<file path="src/rtl/core/fgse_pkg.sv">
// ----------------------------------------------------------------------------
// fgse_pkg
// Shared types and codes of the fixed-gain state estimator core: item and
// result words, coefficient matrix codes and the control word that the
// microcode sequencer hands to the datapath.
// ----------------------------------------------------------------------------
package fgse_pkg;

  localparam int DIM   = 4;
  localparam int IDX_W = 2;
  localparam int CNT_W = 3;
  localparam int CFG_W = 3;

  localparam int MAX_STATES = 4;
  localparam int MAX_INPUTS = 4;
  localparam int MAX_MEAS   = 4;

  localparam int COEF_DEPTH = 64;
  localparam int COEF_AW    = 6;

  typedef enum logic [1:0] {
    ACT_PREDICT = 2'd0,
    ACT_UPDATE  = 2'd1,
    ACT_WRITE   = 2'd2,
    ACT_CLEAR   = 2'd3
  } action_t;

  typedef enum logic [1:0] {
    REG_STATES = 2'd0,
    REG_INPUTS = 2'd1,
    REG_MEAS   = 2'd2
  } reg_index_t;

  typedef enum logic [1:0] {
    MAT_A = 2'd0,
    MAT_B = 2'd1,
    MAT_C = 2'd2,
    MAT_L = 2'd3
  } mat_t;

  typedef enum logic [1:0] {
    OPND_EST   = 2'd0,
    OPND_VEC   = 2'd1,
    OPND_INNOV = 2'd2
  } opnd_t;

  typedef enum logic [1:0] {
    ACC_KEEP = 2'd0,
    ACC_ZERO = 2'd1,
    ACC_VEC  = 2'd2,
    ACC_EST  = 2'd3
  } acc_init_t;

  typedef enum logic [1:0] {
    STORE_NONE  = 2'd0,
    STORE_NEXT  = 2'd1,
    STORE_INNOV = 2'd2
  } store_t;

  typedef enum logic [1:0] {
    LIM_N = 2'd0,
    LIM_P = 2'd1,
    LIM_M = 2'd2
  } lim_sel_t;

  typedef enum logic [1:0] {
    FIN_COMMIT = 2'd0,
    FIN_CLEAR  = 2'd1,
    FIN_WRITE  = 2'd2
  } fin_t;

  typedef struct packed {
    logic [1:0]         action;
    logic signed [31:0] elem0;
    logic signed [31:0] elem1;
    logic signed [31:0] elem2;
    logic signed [31:0] elem3;
    logic [1:0]         coef_matrix;
    logic [1:0]         coef_row;
    logic [1:0]         coef_col;
    logic signed [31:0] coef_value;
  } item_t;

  typedef struct packed {
    logic signed [31:0] est0;
    logic signed [31:0] est1;
    logic signed [31:0] est2;
    logic signed [31:0] est3;
    logic               saturated;
  } result_t;

  // Clamped sizes in use.
  typedef struct packed {
    logic [CNT_W-1:0] n;
    logic [CNT_W-1:0] p;
    logic [CNT_W-1:0] m;
  } sizes_t;

  // Control from the sequencer to the datapath, valid for one cycle.
  typedef struct packed {
    logic             issue;
    mat_t             mat;
    opnd_t            opnd;
    logic             sub;
    acc_init_t        acc_init;
    store_t           store;
    logic [IDX_W-1:0] i;
    logic [IDX_W-1:0] j;
    logic             done;
    fin_t             fin_op;
  } seq_ctl_t;

endpackage

</file>
<file path="src/rtl/core/fgse_useq.sv">
// ----------------------------------------------------------------------------
// fgse_useq
// Microcode sequencer: a step counter walks a read-only program, with
// repeat steps for the inner multiply-accumulate loops and conditional
// jumps for the row loops.
// ----------------------------------------------------------------------------
module fgse_useq import fgse_pkg::*; (
  input  logic     clk,
  input  logic     rst,
  input  logic     start,
  input  action_t  action,
  input  sizes_t   sizes,
  input  logic     out_free,
  output logic     busy,
  output seq_ctl_t ctl
);

  localparam int PC_W = 5;

  localparam logic [PC_W-1:0] ENTRY_PREDICT = PC_W'(0);
  localparam logic [PC_W-1:0] ENTRY_UPDATE  = PC_W'(7);
  localparam logic [PC_W-1:0] ENTRY_WRITE   = PC_W'(16);
  localparam logic [PC_W-1:0] ENTRY_CLEAR   = PC_W'(17);

  typedef struct packed {
    acc_init_t       acc_init;
    logic            mac;
    mat_t            mat;
    opnd_t           opnd;
    logic            sub;
    lim_sel_t        lim;
    store_t          store;
    lim_sel_t        row_lim;
    logic [PC_W-1:0] target;
    logic            fin;
    fin_t            fin_op;
  } ucode_t;

  typedef enum logic [1:0] {
    SEQ_IDLE = 2'b01,
    SEQ_RUN  = 2'b10
  } seq_state_t;

  // The program. A mac step repeats while its column counter is below the
  // limit; a store step closes a row and jumps back while rows remain.
  function automatic ucode_t ucode(input logic [PC_W-1:0] addr);
    ucode_t w;
    w.acc_init = ACC_KEEP;
    w.mac      = 1'b0;
    w.mat      = MAT_A;
    w.opnd     = OPND_EST;
    w.sub      = 1'b0;
    w.lim      = LIM_N;
    w.store    = STORE_NONE;
    w.row_lim  = LIM_N;
    w.target   = '0;
    w.fin      = 1'b0;
    w.fin_op   = FIN_COMMIT;
    unique case (addr)
      // Predict: x = A*x + B*u
      PC_W'(0):  w.acc_init = ACC_ZERO;
      PC_W'(1):  begin
        w.mac = 1'b1; w.mat = MAT_A; w.opnd = OPND_EST; w.lim = LIM_N;
      end
      PC_W'(2):  begin
        w.mac = 1'b1; w.mat = MAT_B; w.opnd = OPND_VEC; w.lim = LIM_P;
      end
      PC_W'(3):  ;
      PC_W'(4):  ;
      PC_W'(5):  begin
        w.store = STORE_NEXT; w.row_lim = LIM_N; w.target = PC_W'(0);
      end
      PC_W'(6):  begin
        w.fin = 1'b1; w.fin_op = FIN_COMMIT;
      end
      // Update: innovation rows, then correction rows
      PC_W'(7):  w.acc_init = ACC_VEC;
      PC_W'(8):  begin
        w.mac = 1'b1; w.mat = MAT_C; w.opnd = OPND_EST; w.sub = 1'b1;
        w.lim = LIM_N;
      end
      PC_W'(9):  ;
      PC_W'(10): begin
        w.store = STORE_INNOV; w.row_lim = LIM_M; w.target = PC_W'(7);
      end
      PC_W'(11): w.acc_init = ACC_EST;
      PC_W'(12): begin
        w.mac = 1'b1; w.mat = MAT_L; w.opnd = OPND_INNOV; w.lim = LIM_M;
      end
      PC_W'(13): ;
      PC_W'(14): begin
        w.store = STORE_NEXT; w.row_lim = LIM_N; w.target = PC_W'(11);
      end
      PC_W'(15): begin
        w.fin = 1'b1; w.fin_op = FIN_COMMIT;
      end
      PC_W'(16): begin
        w.fin = 1'b1; w.fin_op = FIN_WRITE;
      end
      PC_W'(17): begin
        w.fin = 1'b1; w.fin_op = FIN_CLEAR;
      end
      default: begin
        w.fin = 1'b1; w.fin_op = FIN_COMMIT;
      end
    endcase
    return w;
  endfunction

  seq_state_t       state;
  logic [PC_W-1:0]  pc;
  logic [CNT_W-1:0] i;
  logic [CNT_W-1:0] j;

  ucode_t           uw;
  logic [CNT_W-1:0] lim_j;
  logic [CNT_W-1:0] lim_i;
  logic             run;
  logic             j_more;
  logic             i_more;
  logic [PC_W-1:0]  entry;

  function automatic logic [CNT_W-1:0] pick(input lim_sel_t s, input sizes_t z);
    logic [CNT_W-1:0] r;
    unique case (s)
      LIM_N:   r = z.n;
      LIM_P:   r = z.p;
      LIM_M:   r = z.m;
      default: r = z.n;
    endcase
    return r;
  endfunction

  always_comb begin
    uw     = ucode(pc);
    run    = (state == SEQ_RUN);
    lim_j  = pick(uw.lim, sizes);
    lim_i  = pick(uw.row_lim, sizes);
    j_more = (j < lim_j);
    i_more = ((i + CNT_W'(1)) < lim_i);
    unique case (action)
      ACT_PREDICT: entry = ENTRY_PREDICT;
      ACT_UPDATE:  entry = ENTRY_UPDATE;
      ACT_WRITE:   entry = ENTRY_WRITE;
      ACT_CLEAR:   entry = ENTRY_CLEAR;
      default:     entry = ENTRY_CLEAR;
    endcase
  end

  always_comb begin
    ctl.issue    = run && uw.mac && j_more;
    ctl.mat      = uw.mat;
    ctl.opnd     = uw.opnd;
    ctl.sub      = uw.sub;
    ctl.acc_init = run ? uw.acc_init : ACC_KEEP;
    ctl.store    = run ? uw.store : STORE_NONE;
    ctl.i        = i[IDX_W-1:0];
    ctl.j        = j[IDX_W-1:0];
    ctl.done     = run && uw.fin && out_free;
    ctl.fin_op   = uw.fin_op;
  end

  assign busy = run;

  always_ff @(posedge clk) begin
    if (rst) begin
      state <= SEQ_IDLE;
      pc    <= '0;
      i     <= '0;
      j     <= '0;
    end else begin
      unique case (state)
        SEQ_IDLE: begin
          if (start) begin
            state <= SEQ_RUN;
            pc    <= entry;
            i     <= '0;
            j     <= '0;
          end
        end
        SEQ_RUN: begin
          if (uw.mac) begin
            if (j_more) begin
              j <= j + CNT_W'(1);
            end else begin
              j  <= '0;
              pc <= pc + PC_W'(1);
            end
          end else if (uw.store != STORE_NONE) begin
            if (i_more) begin
              i  <= i + CNT_W'(1);
              pc <= uw.target;
            end else begin
              i  <= '0;
              pc <= pc + PC_W'(1);
            end
          end else if (uw.fin) begin
            if (out_free) begin
              state <= SEQ_IDLE;
            end
          end else begin
            pc <= pc + PC_W'(1);
          end
        end
        default: state <= SEQ_IDLE;
      endcase
    end
  end

endmodule

</file>
<file path="config.mk">
export PLATFORM = sky130hd
export DESIGN_NAME = fgse_useq
export DESIGN_NICKNAME = d
export VERILOG_FILES = /design/src/rtl/core/fgse_pkg.sv /design/src/rtl/core/fgse_useq.sv
export SDC_FILE = /design/constraint.sdc
export NUM_CORES = 1
export LEC_CHECK = 0
export BUFFER_PORTS_ARGS = -buffer_cell sky130_fd_sc_hd__buf_2
export CAP_MARGIN = 20
export CORE_AREA = 10 10 62 64
export DETAILED_ROUTE_END_ITERATION = 8
export DIE_AREA = 0 0 72 74
export GPL_TIMING_DRIVEN = 0
export PLACE_DENSITY = 0.79
export SYNTH_ARGS = -nofsm -noshare
export SYNTH_HDL_FRONTEND = slang
export SYNTH_SLANG_ARGS = --single-unit
</file>
<file path="constraint.sdc">
create_clock -name clk -period 4 [get_ports clk]
set_clock_uncertainty 0.2 [all_clocks]
set_input_delay 0.8 -clock clk [delete_from_list [all_inputs] [get_ports clk]]
set_output_delay 0.8 -clock clk [all_outputs]
set_load 0.1 [all_outputs]
</file>
==> impl_metrics.csv <==
group,metric,value,unit
synth,synth-edff-count,0,
route,avgViaCountPerCell,5.83,
sta,finalSetupViolations,0,
placed_design,dpl-instance-area,0.00164,mm²
placed_design,dp_slack,-90.6,ps
route,post_drt_wl_per_cell,15.7,µm
outcome,run_status,"finished, final reports clean",
sta,max_freq,260,MHz
clocking,insertion_delay,270,ps
route,firstDrtPassIters,4,
hold_path,worstHoldStart,"i[2]",
job,maxCapViolations,0,
power_and_ir_drop,leakagePower,0.000781,µW
clocking,clock_pin_slew_worst_setup_and_hold_paths,80,ps
critical_path,timing.critical_path.from_type,"register",
route,detail_route.drc_violations,0,
hold_path,worstHoldPathCells,2,
route,wirelength,3.89,mm
sta,final_hold_viol_count,0,
placed_design,place_hpwl,3.03,mm
power_and_ir_drop,p_comb_share,44.6,%
layout,post-route-cell-area,0.00176,mm²
critical_path,worst_ep_arrival_time,2850,ps
power_and_ir_drop,internal_power,242,µW
synth,synth_fp_nets,205,
synth,synthDistinctLibCells,48,
power_and_ir_drop,p_switching,162,µW
grt,globalRoute.totalOverflow,0,
floorplanning,fp.dieArea,0.00533,mm²
power_and_ir_drop,swShare,40.1,%
critical_path,r2r_end,"pc[4]",
floorplanning,design.core.area,0.00266,mm²
critical_path,worst-r2r-cell-count,17,
critical_path,worstPathRequired,3000,ps
layout,antenna_cells_inserted,0,
grt,grt_max_degree,11,
critical_path,worst-r2r-setup-slack,590,ps
clocking,cts_hold_buffers,0,
hold_path,min_path_type,"reg2reg",
synth,register_area_share_after_synthesis,19.2,%
route,iteration_0_drc_count_of_the_detailed_router,79,
synth,post_synth_instance_area,0.00135,mm²
grt,globalRouteTotalUtil,14.1,%
sta,timing.max_slew.rel_slack,52.9,%
power_and_ir_drop,cellPowerDensity,229,mW/mm²
critical_path,critical_path_launch_point,"pc[0]",
sta,final-max-slew-violation-count,0,
floorplanning,dieWidth,72,µm
route,vias_after_detailed_routing,1447,
synth,synthesized_area_per_cell,7.68,µm²
clocking,root_buffer,"sky130_fd_sc_hd__clkbuf_4",
clocking,number_of_buffers_created_by_cts,3,
clocking,cts.path.max_buffers,2,
critical_path,regToRegStartpoint,"pc[0]",
layout,nets,247,
synth,synthCells,176,
sta,final.min_clock_period,3850,ps
critical_path,critical_path_class,"reg2out",
placed_design,port_buffers,32,
hold_path,hold_path_end,"i[2]",
clocking,number_of_sinks_on_the_clock_net,13,
floorplanning,start_util,50.8,%
grt,number_of_global_route_vias_before_repair,1444,
layout,area.growth.synth_to_final,30.2,%
floorplanning,die_h,74,µm
grt,number_of_antenna_violations_at_the_first_check_in_global_routing,0,
clocking,clock_tree.htree_level_count,1,
critical_path,endpoint_kind,"output pin",
power_and_ir_drop,clock_power_share,19.7,%
floorplanning,rows,19,
floorplanning,boundaryPins,33,
sta,layout_worst_path_cycle_share,96.3,%
placed_design,placed_cells_incl_taps,239,
power_and_ir_drop,vdd_ir_drop_max,175,µV
synth,yosys_register_bits,13,
clocking,tritoncts,"done",
placed_design,routabilityCongestion,0.858,
sta,worst-slew-pin-transition,699,ps
power_and_ir_drop,pwr-share-seq,35.8,%
layout,finish.cell_count_without_fillers,248,
synth,share_of_synthesized_flip_flops_with_an_asynchronous_set_or_reset,0,%
synth,yosys_warn_count,0,
layout,post_route_cells_drive_above_1_share,37.3,%
sta,worst_slack,148,ps
synth,synth_ff_type,"sky130_fd_sc_hd__dfxtp_1",
critical_path,timing.critical_path.fanout_max,8,
grt,grt_first_pass_wirelength,6.31,mm
route,drtAntennaViolNets,0,
layout by cell type, fill, tap and decap left out, types with 6 or more instances in the layout:
| cell | netlist | routed |
|---|---|---|
| sky130_fd_sc_hd__nand2_1 | 8 | 7 |
| sky130_fd_sc_hd__ha_1 | 14 | 10 |
| sky130_fd_sc_hd__nor2_1 | 26 | 26 |
| sky130_fd_sc_hd__o21ai_0 | 7 | 6 |
| sky130_fd_sc_hd__a21oi_1 | 10 | 9 |
| sky130_fd_sc_hd__dfxtp_1 | 13 | 10 |
| sky130_fd_sc_hd__nor3_1 | 11 | 9 |
| sky130_fd_sc_hd__inv_1 | 12 | 7 |
| sky130_fd_sc_hd__mux2i_1 | 6 | 6 |
| sky130_fd_sc_hd__nand4_1 | 6 | 6 |
| sky130_fd_sc_hd__buf_2 | 2 | 31 |
| sky130_fd_sc_hd__buf_4 | 6 | 12 |
metal layers:
layer  wire length (µm)  global-route usage [%]  vias up
met5                  0                       0        -
met4                 99                    8.82        0
met3                233                    3.59       10
met2               1930                    23.7       47
met1               1630                    15.8      673
li1                   -                       -      717
worst max-delay path, cell delays in order, from the launching register on:
cell                       delay (ps)
sky130_fd_sc_hd__dfxtp_4          380
sky130_fd_sc_hd__inv_4             70
sky130_fd_sc_hd__ha_4             190
sky130_fd_sc_hd__nand2b_4          90
sky130_fd_sc_hd__nor3_4           190
sky130_fd_sc_hd__inv_2             80
sky130_fd_sc_hd__ha_4             170
sky130_fd_sc_hd__a22oi_1          200
sky130_fd_sc_hd__nor2_1            70
sky130_fd_sc_hd__a21oi_2          140
sky130_fd_sc_hd__ha_1             260
sky130_fd_sc_hd__o21ai_2          140
sky130_fd_sc_hd__a32oi_2           90
sky130_fd_sc_hd__nor3_4           280
sky130_fd_sc_hd__buf_12           210
how the worst max path moves through the flow:
stage	endpoint	slack (ps)	cells after the start
2_1_floorplan	ctl[16]	-570	13
3_3_place_gp	ctl[16]	-30	11
3_5_place_dp	ctl[16]	-90	11
4_1_cts	ctl[16]	20	14
5_1_grt	ctl[16]	-30	14
6_report	ctl[16]	150	14
timing repair:
action                     CTS  global route
gates cloned                 0             0
buffers inserted             1             5
pin swaps                    1             4
gates resized for setup      3            14
setup endpoints to repair    1             1
logic make-up (layout without fill, tap and decap cells):
| group | count (synthesis) | in the layout | share of synthesized area, % |
|---|---|---|---|
| and+or+nand+nor | 79 | 79 | 31.6 |
| buffers and inverters | 23 | 64 | 8.23 |
| AOI/OAI and AO/OA | 37 | 37 | 20.9 |
| xor gates and xnor gates | 4 | 4 | 2.59 |
| adders and majority gates | 14 | 14 | 13.0 |
| DFF | 13 | 13 | 19.2 |
| muxes | 6 | 6 | 4.44 |
sequential cells by signal, indices dropped and copies added (netlist names):
register,cells
pc,5
i,3
j,3
state,2
cells in the mapped netlist, types with 3 or more instances:
master                     count  area share, %
sky130_fd_sc_hd__nor2_1       26            7.2
sky130_fd_sc_hd__ha_1         14             13
sky130_fd_sc_hd__dfxtp_1      13             19
sky130_fd_sc_hd__inv_1        12            3.3
sky130_fd_sc_hd__nor3_1       11            4.1
sky130_fd_sc_hd__a21oi_1      10            3.7
sky130_fd_sc_hd__nand2_1       8            2.2
sky130_fd_sc_hd__o21ai_0       7            2.6
sky130_fd_sc_hd__buf_4         6            3.3
sky130_fd_sc_hd__mux2i_1       6            4.4
sky130_fd_sc_hd__nand4_1       6            2.8
sky130_fd_sc_hd__and3_1        4            1.8
sky130_fd_sc_hd__a211oi_1      3            1.7
sky130_fd_sc_hd__a21o_1        3            1.7
sky130_fd_sc_hd__a22oi_1       3            1.7
sky130_fd_sc_hd__clkbuf_1      3           0.83
sky130_fd_sc_hd__nand3_1       3            1.1
sky130_fd_sc_hd__nand3b_1      3            1.7
power groups by stage:
stage	logic, µW	registers (µW)	clock network, µW
after global routing	193	146	87.1
after global placement	156	146	0
after CTS	163	144	82.0
after detailed placement	161	147	0
final	180	144	79.4
after floorplan	128	145	0
layout make-up:
class	instances	area, µm²
plain buffers	10	72.6
clock buffers	4	26.3
fillers	229	902
inverters	12	55.1
multi-input cells	140	1080
flip-flops and latches	13	272
well taps	31	38.8
repair buffers	38	220
per-stage QoR:
| step | setup TNS, ps | utilization, % | hold slack, ps | power (µW) |
|---|---|---|---|---|
| finish | 0 | 66.1 | 312 | 404 |
| global route | -34.6 | 66.1 | 333 | 426 |
| CTS | 0 | 63.1 | 310 | 389 |
| detailed placement | -90.6 | 61.5 | 300 | 307 |
| global placement | -33.6 | 61.5 | 281 | 303 |
| floorplan | -1970 | - | 266 | 272 |
Power figures use the tool's default switching activity.
